--- src/hw/rtl/qslp_pkg.sv ---
// Shared types, widths and constants for the quaternion slerp pipeline.
// Used by every module under hw/rtl; depends on nothing else.
package qslp_pkg;

  localparam int CORDIC_STEPS_DEF = 16;
  localparam int CORDIC_MAX       = 24;

  localparam int COMP_W   = 16;   // input component, Q1.14
  localparam int QN_W     = 17;   // negated component can reach +32768
  localparam int BLEND_W  = 20;   // blend, Q5.14
  localparam int OUT_W    = 20;   // output component, Q5.14
  localparam int THR_W    = 15;
  localparam int C_W      = 15;   // cosine 0..16384
  localparam int DOT_W    = 34;
  localparam int FRAC     = 14;
  localparam int ONE_Q14  = 16384;
  localparam int ROOT_W   = 31;
  localparam int RAD_W    = 62;
  localparam int VEC_W    = 34;
  localparam int ANG_W    = 32;   // omega, Q30
  localparam int PROD_W   = 53;   // blend * omega before the Q14 shift
  localparam int RED_W    = 34;   // reduced angle, Q30
  localparam int SIN_W    = 33;
  localparam int WGT_W    = 26;
  localparam int DIV_BITS = 25;
  localparam int SIN_PRE  = 5;    // reduction stages ahead of the rotation
  localparam int DIV_LAT  = DIV_BITS + 2;
  localparam int WLIM     = 1 << 24;

  localparam longint PI_Q30      = 64'd3373259426;
  localparam longint HALF_PI_Q30 = 64'd1686629713;
  localparam longint TWO_PI_Q30  = 64'd6746518852;

  typedef struct packed {
    logic                         valid;
    logic [3:0][COMP_W-1:0]       p;
    logic [3:0][QN_W-1:0]         q;
    logic [BLEND_W-1:0]           t;
    logic                         linear;
  } side_t;

  function automatic int steps_used(input int s);
    return (s < CORDIC_MAX) ? s : CORDIC_MAX;
  endfunction

  // atan(2^-i) in Q30
  function automatic logic signed [ANG_W-1:0] atan_q30(input int i);
    case (i)
      0:       return 32'sd843314857;
      1:       return 32'sd497837829;
      2:       return 32'sd263043837;
      3:       return 32'sd133525159;
      4:       return 32'sd67021687;
      5:       return 32'sd33543516;
      6:       return 32'sd16775851;
      7:       return 32'sd8388437;
      8:       return 32'sd4194283;
      9:       return 32'sd2097149;
      10:      return 32'sd1048576;
      11:      return 32'sd524288;
      12:      return 32'sd262144;
      13:      return 32'sd131072;
      14:      return 32'sd65536;
      15:      return 32'sd32768;
      16:      return 32'sd16384;
      17:      return 32'sd8192;
      18:      return 32'sd4096;
      19:      return 32'sd2048;
      20:      return 32'sd1024;
      21:      return 32'sd512;
      22:      return 32'sd256;
      23:      return 32'sd128;
      default: return 32'sd0;
    endcase
  endfunction

endpackage

--- src/hw/rtl/qslp_isqrt.sv ---
// Pipelined floor square root, one result bit per stage, with a tag
// carried alongside. Depends on qslp_pkg.
module qslp_isqrt (
  input  logic                         clk,
  input  logic                         en,
  input  logic [qslp_pkg::RAD_W-1:0]   rad,
  input  logic [qslp_pkg::ROOT_W-1:0]  tag_in,
  output logic [qslp_pkg::ROOT_W-1:0]  root,
  output logic [qslp_pkg::ROOT_W-1:0]  tag_out
);
  import qslp_pkg::*;

  logic [RAD_W-1:0]  rem_q  [1:ROOT_W-1];
  logic [ROOT_W-1:0] root_q [1:ROOT_W];
  logic [ROOT_W-1:0] tag_q  [1:ROOT_W];

  for (genvar k = 0; k < ROOT_W; k++) begin : g_bit
    localparam int B = ROOT_W - 1 - k;
    logic [RAD_W-1:0]  r_in;
    logic [RAD_W-1:0]  term;
    logic [ROOT_W-1:0] q_in;
    logic [ROOT_W-1:0] t_in;
    logic              take;

    if (k == 0) begin : g_first
      assign r_in = rad;
      assign q_in = '0;
      assign t_in = tag_in;
    end else begin : g_rest
      assign r_in = rem_q[k];
      assign q_in = root_q[k];
      assign t_in = tag_q[k];
    end

    // (r + 2^B)^2 - r^2; the root only has bits above B, so OR is an add
    assign term = (RAD_W'(q_in) << (B + 1)) | (RAD_W'(1) << (2 * B));
    assign take = (r_in >= term);

    always_ff @(posedge clk) begin
      if (en) begin
        root_q[k+1] <= take ? (q_in | (ROOT_W'(1) << B)) : q_in;
        tag_q[k+1]  <= t_in;
      end
    end

    if (k < ROOT_W - 1) begin : g_rem
      always_ff @(posedge clk) begin
        if (en) begin
          rem_q[k+1] <= take ? (r_in - term) : r_in;
        end
      end
    end
  end

  assign root    = root_q[ROOT_W];
  assign tag_out = tag_q[ROOT_W];

endmodule

--- config.mk ---
export PLATFORM = sky130hd
export DESIGN_NAME = qslp_isqrt
export DESIGN_NICKNAME = d
export VERILOG_FILES = /design/src/hw/rtl/qslp_pkg.sv /design/src/hw/rtl/qslp_isqrt.sv
export SDC_FILE = /design/constraint.sdc
export NUM_CORES = 2
export LEC_CHECK = 0
export BUFFER_PORTS_ARGS = -buffer_cell sky130_fd_sc_hd__buf_2
export CORE_MARGIN = 3
export CORE_UTILIZATION = 64
export DETAILED_ROUTE_END_ITERATION = 7
export GPL_TIMING_DRIVEN = 0
export PLACE_DENSITY_LB_ADDON = 0.25
export SLEW_MARGIN = 20
export SYNTH_ARGS = -nofsm -noshare
export SYNTH_HDL_FRONTEND = slang
export SYNTH_SLANG_ARGS = --single-unit
--- constraint.sdc ---
create_clock -name clk -period 5.95 [get_ports clk]
set_clock_uncertainty 0.1 [all_clocks]
set_input_delay 0 -clock clk [delete_from_list [all_inputs] [get_ports clk]]
set_output_delay 0 -clock clk [all_outputs]
set_load 0.01 [all_outputs]
==> impl_metrics.toml <==
[synth]
yosysTopAreaCell = "edfxtp_1"
synth_top_area_share = 0.7043
netlist_instances = 9836
synth-edff-count = 3317
synth.area.top_cells = "edfxtp_1, ha_1, xnor2_1"
yosysSeqAreaShare = 0.7043
async_flop_share = 0
ys_types = 84
syn_area_per_cell_um2 = 14.38
ys_warn_count = 0
yosys_register_bits = 3317
yosysMostFrequentCell = "edfxtp_1"
ys.flop_type = "edfxtp_1"
synth_common_cells = "edfxtp_1, inv_1, nor2_1"
syn_area_um2 = 141400
syn_nets = 10456

[detailed_routing]
wire_per_inst_um = 25.75
route.detailed.drc = 0
num_vias = 85022
ant_nets = 0
first_iter_violations = 8739
drt-total-wl_um = 356300
viasPerCell = 6.146
dr.pass1.iters = 8

[finish]
multi_input_area_um2 = 38740
fin_util = 0.7296
stdcell_count = 13833
num-fill-cells = 13210
seqCellArea_um2 = 99610
syn2layout_area_growth_pct = 12.70
nets = 11177
drive_gt1_frac = 0.07625
fin_area_um2 = 159400

[placed_design]
place_congestion = 0.9524
dp_hpwl_um = 245600
place_area_um2 = 146600
io_buffers = 156
pre_cts_ws_ps = -238.4
dp.cells = 12961

[floorplanning]
fp-row-count = 171
die_x_um = 476.1
io_pins = 157
coreArea_um2 = 218400
die_h_um = 476.1
die_area_um2 = 226600
start_util = 0.6474

[setup_path]
crit_chain = "ha_1 > nor2b_1 > o31a_1 > o21ai_0 > nand2b_1 > a31oi_1 > o31ai_1 > a31oi_1 > clkbuf_1 > buf_1 > o21ai_0"
cp_num_buf_inv = 2
startpoint = "rem_q[0][1742]"
endpoint_kind = "register"
cp_top_family = "compound AO/OA/AOI/OAI gates"
slowest_delay_ps = 760
critPathKind = "register to register"
required_ps = 6450
startpoint_type = "register"
arrival_ps = 6240
critPathMaxFanout = 10
critPathSlowestCell = "clkbuf_1"
r2r-start = "rem_q[0][1742]"

[sta]
setup_violations = 0
fmax_mhz = 174.0
finalCriticalPeriod_ps = 5746
fin_ws_ps = 204.2
rsz0062_at_grt = "no"
relSlewSlack = 0.1640
worst_pin_slew_ps = 1222
final-hold-violation-count = 0
fin_crit_sh = 0.9657
slew_violations = 0

[global_route]
grt_overflow_total = 0
grt_max_degree = 164
grt_pass1_vias = 85853
antenna_found_initial = 25
grt_pass1_wl_um = 528300
grt_util_all_layers = 0.3142

[clocking]
cts_tree = "built"
cts_root_buf = "clkbuf_16"
post_cts_buffers = 0
cts_made_buffers = 340
clk_latency_ps = 980
cts_buffer_depth = 4
cts_sinks = 3317
clk_pin_slew_worst_paths_ps = 70
htreeDepth = 5

[flow_run]
maxCapViolations = 0

[pwr]
p_leak_uw = 0.05873
vdd_drop_max_mv = 0.4011
power_density_nw_per_um2 = 391.4

[hold_path]
hp-class = "input pin to register"
min_from = "rad[57]"

[status]
run_status = "finished, final reports clean"
[per-stage QoR]
step | power [µW] | hold WS (ps) | TNS, ps
4_1_cts | 62310 | 80.32 | 0
3_3_place_gp | 43640 | 75.88 | -
3_5_place_dp | 41710 | 78.13 | -1792
6_report | 62380 | 160.5 | 0
2_1_floorplan | 37720 | -1.131 | 0
5_1_grt | 64710 | 157.8 | 0
[layout by cell type (no fill, tap or decap), types with 25 or more instances in the layout]
cell type / n
xnor2_1: 459
nand4_1: 151
a31oi_1: 44
o21bai_1: 58
a21oi_1: 565
clkinv_2: 55
nand2_1: 482
buf_2: 164
ha_1: 525
or4_1: 68
nand3b_1: 39
nor3_1: 227
clkbuf_16: 346
nor2_1: 622
mux2_2: 92
a21o_1: 219
nand3_1: 149
or2_2: 32
nor4b_1: 53
dlygate4sd3_1: 194
xor2_1: 372
clkbuf_1: 193
diode_2: 86
o21a_1: 101
and3_1: 42
inv_1: 658
o31ai_1: 29
bufinv_16: 25
nor2b_1: 73
or3_1: 92
clkinv_1: 79
edfxtp_1: 3317
buf_16: 25
a211oi_1: 38
nand2b_1: 122
o21ai_0: 356
nor4_1: 321
[area by class of cell]
cell class | instances | area share
inverter | 659 | 0.01552
sequential | 3317 | 0.6250
antenna | 86 | 0.001350
timing repair buffer | 379 | 0.02165
buffer | 173 | 0.004294
clock buffer | 397 | 0.05553
multi-input combinational | 5687 | 0.2431
tap | 2941 | 0.02309
clock inverter | 194 | 0.01050
[worst reg2reg max path: stages (launching register included)]
cell	delay [ps]
edfxtp_1	420
ha_1	410
nor2b_1	200
o31a_1	290
o21ai_0	400
nand2b_1	200
a31oi_1	590
o31ai_1	350
a31oi_1	730
clkbuf_1	760
buf_1	750
o21ai_0	220
[path summary, 6_finish.rpt]
check | endpoint | slack [ps] | depth (start not counted)
max reg2reg | rem_q[0][1830] | 200 | 11
min reg2reg | tag_q[1][373] | 270 | 0
min | rem_q[0][122] | 160 | 6
max | rem_q[0][1830] | 200 | 11
[flip-flops by register name, summed over array words and instances (netlist names)]
name,count
rem_q,1860
root_q,496
tag_q,961
[cells by family (layout without fill, tap and decap cells)]
| family | Yosys count | count (layout) | synth area share |
|---|---|---|---|
| AOI/OAI and AO/OA | 1640 | 1640 | 0.07225 |
| xor gates and xnor gates | 831 | 831 | 0.05147 |
| adders and majority gates | 525 | 525 | 0.04645 |
| buffers and inverters | 832 | 1802 | 0.02228 |
| DFF | 3317 | 3317 | 0.7043 |
| muxes | 103 | 103 | 0.008113 |
| other | 0 | 86 | 0 |
| and+or+nand+nor | 2588 | 2588 | 0.09510 |
[repair_timing]
action,4_1_cts,5_1_grt
resized for setup,1,4
gates cloned,0,0
hold buffers,195,0
endpoints found under the setup margin,10,3
endpoints found under the hold margin,608,0
[where the power goes]
| group | internal [µW] | total, µW | switching [µW] |
|---|---|---|---|
| Clock | 11700 | 20600 | 8860 |
| Sequential | 29000 | 30900 | 1950 |
| Combinational | 4220 | 10900 | 6660 |
| Total | 44900 | 62400 | 17500 |
[metal layers]
metal	routed length (µm)	vias up	global-route usage
met3	17430	1076	0.03794
li1	-	38840	-
met5	27	-	0
met4	26160	4	0.2037
met2	190900	3688	0.5787
met1	121700	41414	0.3410
Power figures use the tool's default switching activity.
