$ cat config.mk
export PLATFORM = sky130hd
export DESIGN_NAME = qslp_sin
export DESIGN_NICKNAME = d
export VERILOG_FILES = /design/src/hw/rtl/qslp_pkg.sv /design/src/hw/rtl/qslp_sin.sv
export SDC_FILE = /design/constraint.sdc
export NUM_CORES = 2
export LEC_CHECK = 0
export BUFFER_PORTS_ARGS = -buffer_cell sky130_fd_sc_hd__buf_4
export CORE_AREA = 2 2 577 464
export DETAILED_ROUTE_END_ITERATION = 6
export DIE_AREA = 0 0 579 466
export GPL_ROUTABILITY_DRIVEN = 0
export SLEW_MARGIN = 20
export SYNTH_ARGS = -nofsm -noshare
export SYNTH_HDL_FRONTEND = slang
export SYNTH_SLANG_ARGS = --single-unit
$ cat constraint.sdc
create_clock -name clk -period 8.2 [get_ports clk]
set_input_delay 0.41 -clock clk [delete_from_list [all_inputs] [get_ports clk]]
set_output_delay 0.41 -clock clk [all_outputs]
set_load 0.02 [all_outputs]
$ cat src/hw/rtl/qslp_pkg.sv
// Shared types, widths and constants for the quaternion slerp pipeline.
// Used by every module under hw/rtl; depends on nothing else.
package qslp_pkg;

  localparam int CORDIC_STEPS_DEF = 16;
  localparam int CORDIC_MAX       = 24;

  localparam int COMP_W   = 16;   // input component, Q1.14
  localparam int QN_W     = 17;   // negated component can reach +32768
  localparam int BLEND_W  = 20;   // blend, Q5.14
  localparam int OUT_W    = 20;   // output component, Q5.14
  localparam int THR_W    = 15;
  localparam int C_W      = 15;   // cosine 0..16384
  localparam int DOT_W    = 34;
  localparam int FRAC     = 14;
  localparam int ONE_Q14  = 16384;
  localparam int ROOT_W   = 31;
  localparam int RAD_W    = 62;
  localparam int VEC_W    = 34;
  localparam int ANG_W    = 32;   // omega, Q30
  localparam int PROD_W   = 53;   // blend * omega before the Q14 shift
  localparam int RED_W    = 34;   // reduced angle, Q30
  localparam int SIN_W    = 33;
  localparam int WGT_W    = 26;
  localparam int DIV_BITS = 25;
  localparam int SIN_PRE  = 5;    // reduction stages ahead of the rotation
  localparam int DIV_LAT  = DIV_BITS + 2;
  localparam int WLIM     = 1 << 24;

  localparam longint PI_Q30      = 64'd3373259426;
  localparam longint HALF_PI_Q30 = 64'd1686629713;
  localparam longint TWO_PI_Q30  = 64'd6746518852;

  typedef struct packed {
    logic                         valid;
    logic [3:0][COMP_W-1:0]       p;
    logic [3:0][QN_W-1:0]         q;
    logic [BLEND_W-1:0]           t;
    logic                         linear;
  } side_t;

  function automatic int steps_used(input int s);
    return (s < CORDIC_MAX) ? s : CORDIC_MAX;
  endfunction

  // atan(2^-i) in Q30
  function automatic logic signed [ANG_W-1:0] atan_q30(input int i);
    case (i)
      0:       return 32'sd843314857;
      1:       return 32'sd497837829;
      2:       return 32'sd263043837;
      3:       return 32'sd133525159;
      4:       return 32'sd67021687;
      5:       return 32'sd33543516;
      6:       return 32'sd16775851;
      7:       return 32'sd8388437;
      8:       return 32'sd4194283;
      9:       return 32'sd2097149;
      10:      return 32'sd1048576;
      11:      return 32'sd524288;
      12:      return 32'sd262144;
      13:      return 32'sd131072;
      14:      return 32'sd65536;
      15:      return 32'sd32768;
      16:      return 32'sd16384;
      17:      return 32'sd8192;
      18:      return 32'sd4096;
      19:      return 32'sd2048;
      20:      return 32'sd1024;
      21:      return 32'sd512;
      22:      return 32'sd256;
      23:      return 32'sd128;
      default: return 32'sd0;
    endcase
  endfunction

endpackage

$ cat src/hw/rtl/qslp_sin.sv
// Angle reduction to [-pi/2, pi/2] followed by pipelined CORDIC rotation.
// Takes a Q44 angle product, returns the gain-scaled sine. Depends on qslp_pkg.
module qslp_sin #(
  parameter int STEPS = qslp_pkg::CORDIC_STEPS_DEF
) (
  input  logic                                clk,
  input  logic                                en,
  input  logic signed [qslp_pkg::PROD_W-1:0]  prod,
  output logic signed [qslp_pkg::SIN_W-1:0]   sin
);
  import qslp_pkg::*;

  localparam int NS    = steps_used(STEPS);
  localparam int MAG_W = PROD_W - FRAC - 1;
  localparam logic [MAG_W-1:0] K1 = MAG_W'(TWO_PI_Q30);
  localparam logic [MAG_W-1:0] K2 = MAG_W'(2 * TWO_PI_Q30);
  localparam logic [MAG_W-1:0] K4 = MAG_W'(4 * TWO_PI_Q30);
  localparam logic [MAG_W-1:0] K8 = MAG_W'(8 * TWO_PI_Q30);
  localparam logic signed [RED_W-1:0] PI_R   = RED_W'(PI_Q30);
  localparam logic signed [RED_W-1:0] HPI_R  = RED_W'(HALF_PI_Q30);
  localparam logic signed [RED_W-1:0] TWPI_R = RED_W'(TWO_PI_Q30);
  localparam logic signed [VEC_W-1:0] ONE_Q30 = VEC_W'(1) <<< 30;

  // reduction: floor shift, magnitude, remainder mod 2pi, sign back, wrap, reflect
  logic signed [PROD_W-1:0] a_sh;
  logic signed [PROD_W-1:0] a_abs;
  logic [MAG_W-1:0]         mag0, mag1;
  logic [MAG_W-1:0]         mag1_c, mag2_c, t8, t2;
  logic [RED_W-2:0]         mag2;
  logic                     neg0, neg1, neg2;
  logic signed [RED_W-1:0]  rs, rw, r3, rr, a4;

  assign a_sh  = prod >>> FRAC;
  assign a_abs = a_sh[PROD_W-1] ? -a_sh : a_sh;

  assign t8     = (mag0 >= K8) ? (mag0 - K8) : mag0;
  assign mag1_c = (t8 >= K4) ? (t8 - K4) : t8;
  assign t2     = (mag1 >= K2) ? (mag1 - K2) : mag1;
  assign mag2_c = (t2 >= K1) ? (t2 - K1) : t2;

  assign rs = neg2 ? -$signed({1'b0, mag2}) : $signed({1'b0, mag2});

  always_comb begin
    rw = rs;
    if (rs > PI_R) begin
      rw = rs - TWPI_R;
    end else if (rs < -PI_R) begin
      rw = rs + TWPI_R;
    end
    rr = r3;
    if (r3 > HPI_R) begin
      rr = PI_R - r3;
    end else if (r3 < -HPI_R) begin
      rr = -PI_R - r3;
    end
  end

  always_ff @(posedge clk) begin
    if (en) begin
      mag0 <= MAG_W'(a_abs);
      neg0 <= a_sh[PROD_W-1];
      mag1 <= mag1_c;
      neg1 <= neg0;
      mag2 <= mag2_c[RED_W-2:0];
      neg2 <= neg1;
      r3   <= rw;
      a4   <= rr;
    end
  end

  logic signed [VEC_W-1:0] x_q [1:NS-1];
  logic signed [VEC_W-1:0] y_q [1:NS];
  logic signed [RED_W-1:0] z_q [1:NS-1];

  for (genvar i = 0; i < NS; i++) begin : g_it
    logic signed [VEC_W-1:0] xi;
    logic signed [VEC_W-1:0] yi;
    logic signed [RED_W-1:0] zi;
    logic                    pos;

    if (i == 0) begin : g_first
      assign xi = ONE_Q30;
      assign yi = '0;
      assign zi = a4;
    end else begin : g_rest
      assign xi = x_q[i];
      assign yi = y_q[i];
      assign zi = z_q[i];
    end

    assign pos = (zi >= 0);

    always_ff @(posedge clk) begin
      if (en) begin
        y_q[i+1] <= pos ? (yi + (xi >>> i)) : (yi - (xi >>> i));
      end
    end

    if (i < NS - 1) begin : g_xz
      always_ff @(posedge clk) begin
        if (en) begin
          x_q[i+1] <= pos ? (xi - (yi >>> i)) : (xi + (yi >>> i));
          z_q[i+1] <= pos ? (zi - RED_W'(atan_q30(i))) : (zi + RED_W'(atan_q30(i)));
        end
      end
    end
  end

  assign sin = SIN_W'(y_q[NS]);

endmodule

==> out/results.txt <==
status: finished, final reports clean
Worst Tran Pin Value: 1160 ps
Starting Density: 39.9%
Top FF cell, synth: edfxtp_1
global-route wire length before repair: 435000 um
Fin. Hold Viols: 0
hold path start: prod[52]
WHS Path Cells: 1
slowest cell on the critical path: o41ai_1
Die ar.: 270000 sq um
Mean Syn Cell Area: 9.90 sq um
PostCTS Resize Cnt: 0
Max Cap Viol: 0
largest net degree at the start of global routing: 190
Root Driver: clkbuf_16
Post-CTS Hold Fix Bufs: 44
period utilisation layout: 88.5%
synthesized area: 105000 sq um
Yosys top cell area share: 38.7%
Chip Height: 466 um
nets@finish: 11900
global route overflow: 0
CP startpoint: z_q[4][67]
Startpoint Class: flop
Final WS setup: 940 ps
clock skew: 44.6 ps
Slew Viols, Final: 0
Pre-antenna DRT Iters: 6
area of the multi-input gates: 62100 sq um
most frequent cells in the layout: edfxtp_1, xnor2_1, ha_1, a21oi_1, nor2_1
Final Non-Filler Cells: 14400
Worst Hold Path EP: neg0
R2R setup slack: 940 ps
FF+latch area: 40700 sq um
largest stage delay on the critical path: 660 ps
largest cells by area after synthesis: edfxtp_1, ha_1, xnor2_1, a21oi_1, xor2_1
register area share after synthesis: 38.7%
I/O pins: 88
vias in the first global route: 77100
drt first-iter violations: 7976
TritonCTS buffer count: 156
Worst Path Class, Setup: reg -> reg
Post-Route WL: 280000 um
Clock Sinks: 1357
H-tree lvl count: 4
reg2reg end: x_q[1][98]
pre-CTS WS: 1070 ps
Yosys reg bits: 1357
Clock Latency Late Sink: 840 ps
Post-Syn Nets: 11800
CP required: 8770 ps
count of different cell masters after synthesis: 112
cell type with the largest total area after synthesis: edfxtp_1
most common cell after layout, fill and taps aside: edfxtp_1
Hold WC Path Type: in -> reg
drt wl/cell: 19.4 um
Setup TNS: 0 ps
Setup Buffers After CTS: 0
Layout fillers: 24800
antenna-violating nets left: 0
RSZ-0062 raised after global routing: false
DRC violations left: 0
origin of the critical flop-to-flop path: z_q[4][67]
Post-synth EDFFs: 1357
CTS tree: yes
Area growth syn-to-layout: 9.66%
Max Buffers Root-to-Sink: 4
Async SR Flop Fraction: 0%
Global Route Usage Sum: 20.1%
vias post-DR: 82600
vias per inst: 5.74
Die Wd: 579 um
FMAX: 0.138 GHz
Worst slew margin: 21.9%
reg2reg path depth: 25
HPWL after detailed placement: 220000 um
I/O Buffers: 73
core area: 264000 sq um
share of cells above drive strength 1: 4.69%
Ys Warns: 0
placed cell count: 14100
Crit. End Element: flop
critical path fanouts, max: 35
initial antenna violation count: 5
Worst-path clk slew: 60 ps
minimum clock period after layout: 7260 ps
CP arrival: 7830 ps
Core Rows: 169
Final setup viols: 0
Mapped Cells: 10600
[worst max path at each step]
stage,to,slack (ps),cells after the start
4_1_cts,x_q[1][98],1030,25
5_1_grt,y_q[0][370],460,25
3_3_place_gp,x_q[1][98],1150,25
3_5_place_dp,x_q[1][98],1070,25
2_1_floorplan,z_q[2][66],1520,22
6_report,x_q[1][98],940,25
[through the flow]
step | hold slack [ps] | utilization, % | instance area [sq um]
6_report | 121 | 43.7 | 115000
5_1_grt | 85.4 | 43.7 | 115000
4_1_cts | 46.1 | 43.7 | 115000
3_5_place_dp | 413 | 41.7 | 110000
3_3_place_gp | 412 | 41.7 | 110000
2_1_floorplan | 400 | - | 105000
[cells in the mapped netlist (all sizes together), types with 27 or more instances]
cell    count
a211oi     87
a21boi     68
a21o      351
a21oi     879
a31oi      92
and2       71
and3       83
and4       27
buf        62
clkbuf    134
edfxtp   1357
fa         38
ha       1059
inv       468
mux2i      45
nand2     630
nand2b    166
nand3     189
nand4      94
nor2      823
nor2b     130
nor3      253
nor4      146
nor4b      30
o211ai     41
o21a      147
o21ai     596
o21bai    120
o31a       34
o31ai     149
o41ai      58
or2        56
or3       116
or4        60
xnor2    1107
xor2      475
[logic make-up (layout without fill, tap and decap cells)]
kind of cell	Yosys count	in the layout	share of synthesized area [%]
flops	1357	1357	38.7
other cells	0	2	0
simple gates	2946	2946	14.0
fa+ha+maj	1097	1097	13.3
mux	63	63	0.620
buf+inv	667	925	2.43
compound gates	2921	2921	17.8
xor+xnor	1582	1582	13.2
[state kept, by name (all words and copies together) (netlist names)]
name / count
z_q: 477
y_q: 375
x_q: 325
mag0: 38
mag1: 38
a4: 34
r3: 34
mag2: 33
neg0: 1
neg1: 1
neg2: 1
[layer usage]
layer | up-vias | global-route usage [%] | share of wire [%]
met5 | - | 0 | 0
met4 | 0 | 3.60 | 1.6
met3 | 290 | 3.58 | 8.3
met2 | 2657 | 28.1 | 40
met1 | 39800 | 32.0 | 50
li1 | 39900 | - | -
[critical path, delay by kind of cell (launching register included)]
kind,cells,cell delay [ps]
AO/OA/AOI/OAI,11,3030
AND/OR/NAND/NOR,7,1720
buffers and inverters,3,1120
adder cells (fa/ha/maj),2,520
flip-flops,1,360
XOR/XNOR,2,250
[final cells by class]
type	instances	area share, %
Antenna cell	2	0.00433
Clock buffer	182	3.52
Clock inverter	90	0.721
Inverter	471	1.53
Multi-Input combinational cell	8609	53.8
Sequential cell	1357	35.3
Tap cell	3505	3.80
Timing Repair Buffer	182	1.36
Power is left out: the tool's default activity adds up to more than one toggle a clock period on the data nets, which glitch-free logic cannot reach.
