$ cat src/hw/rtl/qslp_pkg.sv
// Shared types, widths and constants for the quaternion slerp pipeline.
// Used by every module under hw/rtl; depends on nothing else.
package qslp_pkg;

  localparam int CORDIC_STEPS_DEF = 16;
  localparam int CORDIC_MAX       = 24;

  localparam int COMP_W   = 16;   // input component, Q1.14
  localparam int QN_W     = 17;   // negated component can reach +32768
  localparam int BLEND_W  = 20;   // blend, Q5.14
  localparam int OUT_W    = 20;   // output component, Q5.14
  localparam int THR_W    = 15;
  localparam int C_W      = 15;   // cosine 0..16384
  localparam int DOT_W    = 34;
  localparam int FRAC     = 14;
  localparam int ONE_Q14  = 16384;
  localparam int ROOT_W   = 31;
  localparam int RAD_W    = 62;
  localparam int VEC_W    = 34;
  localparam int ANG_W    = 32;   // omega, Q30
  localparam int PROD_W   = 53;   // blend * omega before the Q14 shift
  localparam int RED_W    = 34;   // reduced angle, Q30
  localparam int SIN_W    = 33;
  localparam int WGT_W    = 26;
  localparam int DIV_BITS = 25;
  localparam int SIN_PRE  = 5;    // reduction stages ahead of the rotation
  localparam int DIV_LAT  = DIV_BITS + 2;
  localparam int WLIM     = 1 << 24;

  localparam longint PI_Q30      = 64'd3373259426;
  localparam longint HALF_PI_Q30 = 64'd1686629713;
  localparam longint TWO_PI_Q30  = 64'd6746518852;

  typedef struct packed {
    logic                         valid;
    logic [3:0][COMP_W-1:0]       p;
    logic [3:0][QN_W-1:0]         q;
    logic [BLEND_W-1:0]           t;
    logic                         linear;
  } side_t;

  function automatic int steps_used(input int s);
    return (s < CORDIC_MAX) ? s : CORDIC_MAX;
  endfunction

  // atan(2^-i) in Q30
  function automatic logic signed [ANG_W-1:0] atan_q30(input int i);
    case (i)
      0:       return 32'sd843314857;
      1:       return 32'sd497837829;
      2:       return 32'sd263043837;
      3:       return 32'sd133525159;
      4:       return 32'sd67021687;
      5:       return 32'sd33543516;
      6:       return 32'sd16775851;
      7:       return 32'sd8388437;
      8:       return 32'sd4194283;
      9:       return 32'sd2097149;
      10:      return 32'sd1048576;
      11:      return 32'sd524288;
      12:      return 32'sd262144;
      13:      return 32'sd131072;
      14:      return 32'sd65536;
      15:      return 32'sd32768;
      16:      return 32'sd16384;
      17:      return 32'sd8192;
      18:      return 32'sd4096;
      19:      return 32'sd2048;
      20:      return 32'sd1024;
      21:      return 32'sd512;
      22:      return 32'sd256;
      23:      return 32'sd128;
      default: return 32'sd0;
    endcase
  endfunction

endpackage

$ cat src/hw/rtl/qslp_div.sv
// Pipelined restoring divider for one weight: (num * 2^14) / den, truncated,
// saturated to +-2^24. Depends on qslp_pkg.
module qslp_div (
  input  logic                               clk,
  input  logic                               en,
  input  logic signed [qslp_pkg::SIN_W-1:0]  num,
  input  logic signed [qslp_pkg::SIN_W-1:0]  den,
  output logic signed [qslp_pkg::WGT_W-1:0]  w
);
  import qslp_pkg::*;

  localparam int DEN_W = SIN_W - 1;
  localparam int CMP_W = DEN_W + DIV_BITS + 1;
  localparam logic [DIV_BITS-1:0] QLIM = DIV_BITS'(WLIM);

  logic [SIN_W-1:0] num_mag;
  logic [CMP_W-1:0] nm0;
  logic [DEN_W-1:0] d0;
  logic             neg0;

  assign num_mag = num[SIN_W-1] ? SIN_W'(-num) : SIN_W'(num);

  always_ff @(posedge clk) begin
    if (en) begin
      nm0  <= CMP_W'(num_mag) << FRAC;
      d0   <= (den < 1) ? DEN_W'(1) : den[DEN_W-1:0];
      neg0 <= num[SIN_W-1];
    end
  end

  logic [CMP_W-1:0]    r_q [1:DIV_BITS-1];
  logic [DEN_W-1:0]    d_q [1:DIV_BITS-1];
  logic [DIV_BITS-1:0] q_q [1:DIV_BITS];
  logic                n_q [1:DIV_BITS];
  logic                o_q [1:DIV_BITS];

  for (genvar k = 0; k < DIV_BITS; k++) begin : g_bit
    localparam int B = DIV_BITS - 1 - k;
    logic [CMP_W-1:0]    ri;
    logic [CMP_W-1:0]    term;
    logic [DEN_W-1:0]    di;
    logic [DIV_BITS-1:0] qi;
    logic                ni;
    logic                ovf;
    logic                take;

    if (k == 0) begin : g_first
      assign ri  = nm0;
      assign di  = d0;
      assign qi  = '0;
      assign ni  = neg0;
      // quotient of 2^25 or more saturates anyway
      assign ovf = (nm0 >= (CMP_W'(d0) << DIV_BITS));
    end else begin : g_rest
      assign ri  = r_q[k];
      assign di  = d_q[k];
      assign qi  = q_q[k];
      assign ni  = n_q[k];
      assign ovf = o_q[k];
    end

    assign term = CMP_W'(di) << B;
    assign take = (ri >= term);

    always_ff @(posedge clk) begin
      if (en) begin
        q_q[k+1] <= take ? (qi | (DIV_BITS'(1) << B)) : qi;
        n_q[k+1] <= ni;
        o_q[k+1] <= ovf;
      end
    end

    if (k < DIV_BITS - 1) begin : g_rem
      always_ff @(posedge clk) begin
        if (en) begin
          r_q[k+1] <= take ? (ri - term) : ri;
          d_q[k+1] <= di;
        end
      end
    end
  end

  logic [DIV_BITS-1:0] qf;

  assign qf = (o_q[DIV_BITS] || (q_q[DIV_BITS] > QLIM)) ? QLIM : q_q[DIV_BITS];

  always_ff @(posedge clk) begin
    if (en) begin
      w <= n_q[DIV_BITS] ? -$signed(WGT_W'(qf)) : $signed(WGT_W'(qf));
    end
  end

endmodule

$ cat config.mk
export PLATFORM = sky130hd
export DESIGN_NAME = qslp_div
export DESIGN_NICKNAME = d
export VERILOG_FILES = /design/src/hw/rtl/qslp_pkg.sv /design/src/hw/rtl/qslp_div.sv
export SDC_FILE = /design/constraint.sdc
export NUM_CORES = 2
export LEC_CHECK = 0
export BUFFER_PORTS_ARGS = -buffer_cell sky130_fd_sc_hd__clkbuf_2
export CAP_MARGIN = 10
export CORE_MARGIN = 2
export CORE_UTILIZATION = 35
export DETAILED_ROUTE_END_ITERATION = 8
export GPL_TIMING_DRIVEN = 0
export PLACE_DENSITY_LB_ADDON = 0.1
export SLEW_MARGIN = 20
export SYNTH_ARGS = -nofsm -noshare
export SYNTH_HDL_FRONTEND = slang
export SYNTH_SLANG_ARGS = --single-unit
$ cat constraint.sdc
create_clock -name clk -period 5.07 [get_ports clk]
set_clock_uncertainty 0.05 [all_clocks]
set_input_delay 0.7605 -clock clk [delete_from_list [all_inputs] [get_ports clk]]
set_output_delay 0.7605 -clock clk [all_outputs]
set_load 0.1 [all_outputs]
==> metrics.md <==
| Metric | Value |
|---|---|
| RSZ-0062 raised after global routing | `no` |
| Sequential share of the synthesized area | `53.6%` |
| Mapped cell area | `0.133 mm2` |
| Synth warn | `0` |
| Multiplexer area fraction after synthesis | `1.11%` |
| FFs w/ async S/R, synth | `0%` |
| Slew HR | `16.8%` |
| Post-route ant nets | `0` |
| Pin count of the biggest net entering global routing | `99` |
| Clock buffer depth | `4` |
| Drt via density | `5.30` |
| Critical Path AT | `5540 ps` |
| Nets | `about 14000` |
| Die Span Y | `621 um` |
| TritonCTS Buffers | `~290` |
| Worst Max-Slew Pin Slew | `1240 ps` |
| Post-Synth XOR/XNOR Area | `between 6 and 7%` |
| Tcrit/Tclk final | `96.7%` |
| Met1 Resource Use GR | `27.2%` |
| Avg Cell Area, Syn | `10.9 um2` |
| Die Span X | `621 um` |
| Die ar. | `between 0.3 and 0.4 mm2` |
| Fin crit period | `4900 ps` |
| CP Cell Sequence | `inv_1 -> ha_1 -> inv_1 -> fa_1 -> a21o_1 -> a21o_1 -> a221oi_1 -> o21ai_0 -> a21oi_2 -> buf_4 -> o21ai_0 -> a221oi_1 -> and2_2 -> clkbuf_4 -> buf_1 -> nand2_1 -> o21ai_0` |
| Vias | `94800` |
| Core Util, Final | `39.8%` |
| Clock Latency Late Sink | `960 ps` |
| Num ports | `94` |
| Clock sinks | `between 2000 and 2500` |
| GR Layer Usage met3 | `1.91%` |
| Synthesized Nets | `13100` |
| H-tree levels | `5` |
| CTS tree | `done` |
| Gr busiest metal | `met2` |
| Core Box Area | `0.379 mm2` |
| Area delta synth->final | `13.0%` |
| Most frequent CP cell | `o21ai_0` |
| Maximum net fanout on the critical path | `10` |
| Most used DFF post-synth | `edfxtp_1` |
| CP Launch Type | `flip-flop` |
| Worst vdd ir | `approximately 300 uV` |
| DR pass1 iterations | `6` |
| Met2 Use GR | `32.9%` |
| Worst-path clk slew | `60 ps` |
| FF+latch count, synth | `between 2000 and 2500` |
| Initial antenna violation count | `8` |
| Hold Slack | `99.1 ps` |
| Post-synth EDFFs | `2381` |
| Placed wire-length estimate | `308 mm` |
| Final worst slack | `166 ps` |
| CTS root buf | `clkbuf_16` |
| Gp weighted congestion | `~0.95` |
| Gr ovfl total | `0` |
| HP Class | `input port to flip-flop` |
| Netlist cell types | `90` |
| Synth Area in Adders | `8.00%` |
| Number of remaining DRC errors | `0` |
| Final setup violation count | `0` |
| FMAX | `between 200 and 250 MHz` |
| Number of global-route vias before repair | `94500` |
| Largest family of logic cells by synthesized area | `compound AO/OA/AOI/OAI gates` |
| Status | `completed` |
| Avg WL per Cell | `22.1 um` |
| Simple logic cell fraction of the synthesized area | `12.3%` |
| Port Buffers | `93` |
| Overall routing resource usage | `between 15 and 20%` |
| Starting density of the core | `approximately a third` |
| # rows | `226` |
| Cell Area, Placed | `0.141 mm2` |
| Hold Vio Cnt, Final | `0` |
| Power Dens Cells | `557 mW/mm2` |
| Crit path capture type | `flip-flop` |
| LEAKAGE | `57.5 nW` |
| Ratio of cells with drive above 1 in the final layout | `6.39%` |
| Synth Area in Compound Gates | `between 10% and 20%` |
| Final Slew Violations | `0` |
| Design area | `0.151 mm2` |
| Setup Crit Path Kind | `flip-flop to flip-flop` |
| WP buf/inv | `5` |
| First-pass GRT wire length | `595 mm` |
| Crit-path slowest cell | `buf_1` |
| Total wire length after detailed routing | `395 mm` |
| CP max stage delay | `roughly 480 ps` |
| Power Total | `83.8 mW` |
| Drt initial violations | `7193` |
| MaxCap Viol Count | `0` |
| Required time worst endpoint | `5700 ps` |
| Post-Syn Instances | `12200` |
| Dpl ws | `-1260 ps` |
| Crit path max-delay family | `compound AO/OA/AOI/OAI gates` |
Yosys cell counts (all sizes together) (26+ instances only):
cell / number / area (um2)
nand2b: 153 / 957
a2111oi: 31 / 318
mux2: 123 / 1390
or3: 92 / 576
inv: 995 / 3730
ha: 814 / 10200
a211oi: 83 / 623
nand4: 187 / 1170
nand3: 215 / 1080
xor2: 471 / 4130
and3: 55 / 344
a21o: 434 / 3260
a21boi: 31 / 233
nor2: 775 / 2910
o21ai: 857 / 4300
and2: 78 / 488
a21oi: 938 / 4690
nor4b: 28 / 245
o31a: 26 / 228
buf: 30 / 133
xnor2: 549 / 4820
nor2b: 111 / 694
nand2: 1053 / 3950
edfxtp: 2381 / 71500
clkbuf: 343 / 1290
nor3: 267 / 1340
o31ai: 73 / 548
o21a: 97 / 729
a31oi: 91 / 569
and4: 27 / 236
o21bai: 123 / 923
nand3b: 28 / 210
or2: 41 / 259
nor4: 132 / 826
or4: 65 / 492
o211ai: 62 / 465
per-layer routing:
| metal | vias up | routed length, um |
|---|---|---|
| met5 | - | 0 |
| met4 | 0 | 15100 |
| met3 | 654 | 14000 |
| met2 | 2115 | 183000 |
| met1 | 46300 | 183000 |
| li1 | 45800 | - |
final timing paths:
check                                  from               to  slack, ps  cells after the start
worst max-delay path            r_q[0][138]      r_q[0][212]        170                     17
worst min-delay path                num[30]  g_bit[0].ri[44]        100                      2
worst max register to register  r_q[0][138]      r_q[0][212]        170                     17
worst min register to register  q_q[0][169]      q_q[0][194]        320                      0
cells by family (layout without fill, tap and decap cells):
family                     count (synthesis)  after routing
AOI/OAI and AO/OA                       3102           3102
DFF                                     2381           2381
xor gates and xnor gates                1020           1020
adders and majority gates                838            838
muxes                                    133            133
other                                      0             11
and+or+nand+nor                         3374           3374
buffers and inverters                   1369           2012
through the flow:
step	TNS (ps)	std cells
after floorplan	0	12200
after global placement	-	17300
after detailed placement	-90030	17400
after CTS	0	17900
after global routing	0	17900
final	0	17900
area by class of cell:
class,count,area (um2)
Timing Repair Buffer,135,1380
Clock inverter,175,1940
Sequential cell,2381,71500
Antenna cell,11,27.5
Tap cell,5016,6280
Buffer,370,1460
Multi-Input combinational cell,8467,56800
Fill cell,36400,228000
Inverter,996,3740
Clock buffer,336,7490
registers in the layout, indices dropped and copies added (netlist names):
signal,cells
q_q,325
d0,32
w,26
d_q,768
g_bit.ri,33
n_q,25
r_q,1146
g_bit.ni,1
o_q,25
cells in the final DEF (no fill, tap or decap), types with 266 or more instances in the layout:
cell type	n
xnor2_1	548
inv_1	992
a21o_1	434
nor2_1	775
xor2_1	471
clkbuf_1	359
clkbuf_16	293
nor3_1	266
ha_1	814
edfxtp_1	2381
o21ai_0	845
nand2_1	1053
a21oi_1	934
power by group:
part	leakage (nW)	internal (mW)	total, mW	switching [mW]
clock	4.55	12.3	20.8	8.48
sequential	23.0	27.7	31.0	3.36
combinational	29.9	12.7	32.1	19.4
what timing repair did:
| item | CTS | global route |
|---|---|---|
| setup endpoints to repair | 283 | 245 |
| gates resized for setup | 46 | 44 |
| setup buffers | 3 | 2 |
| hold endpoints to repair | 4 | 0 |
| gates cloned | 0 | 0 |
| pin swaps | 0 | 1 |
| hold buffers | 4 | 0 |
Power figures use the tool's default switching activity.
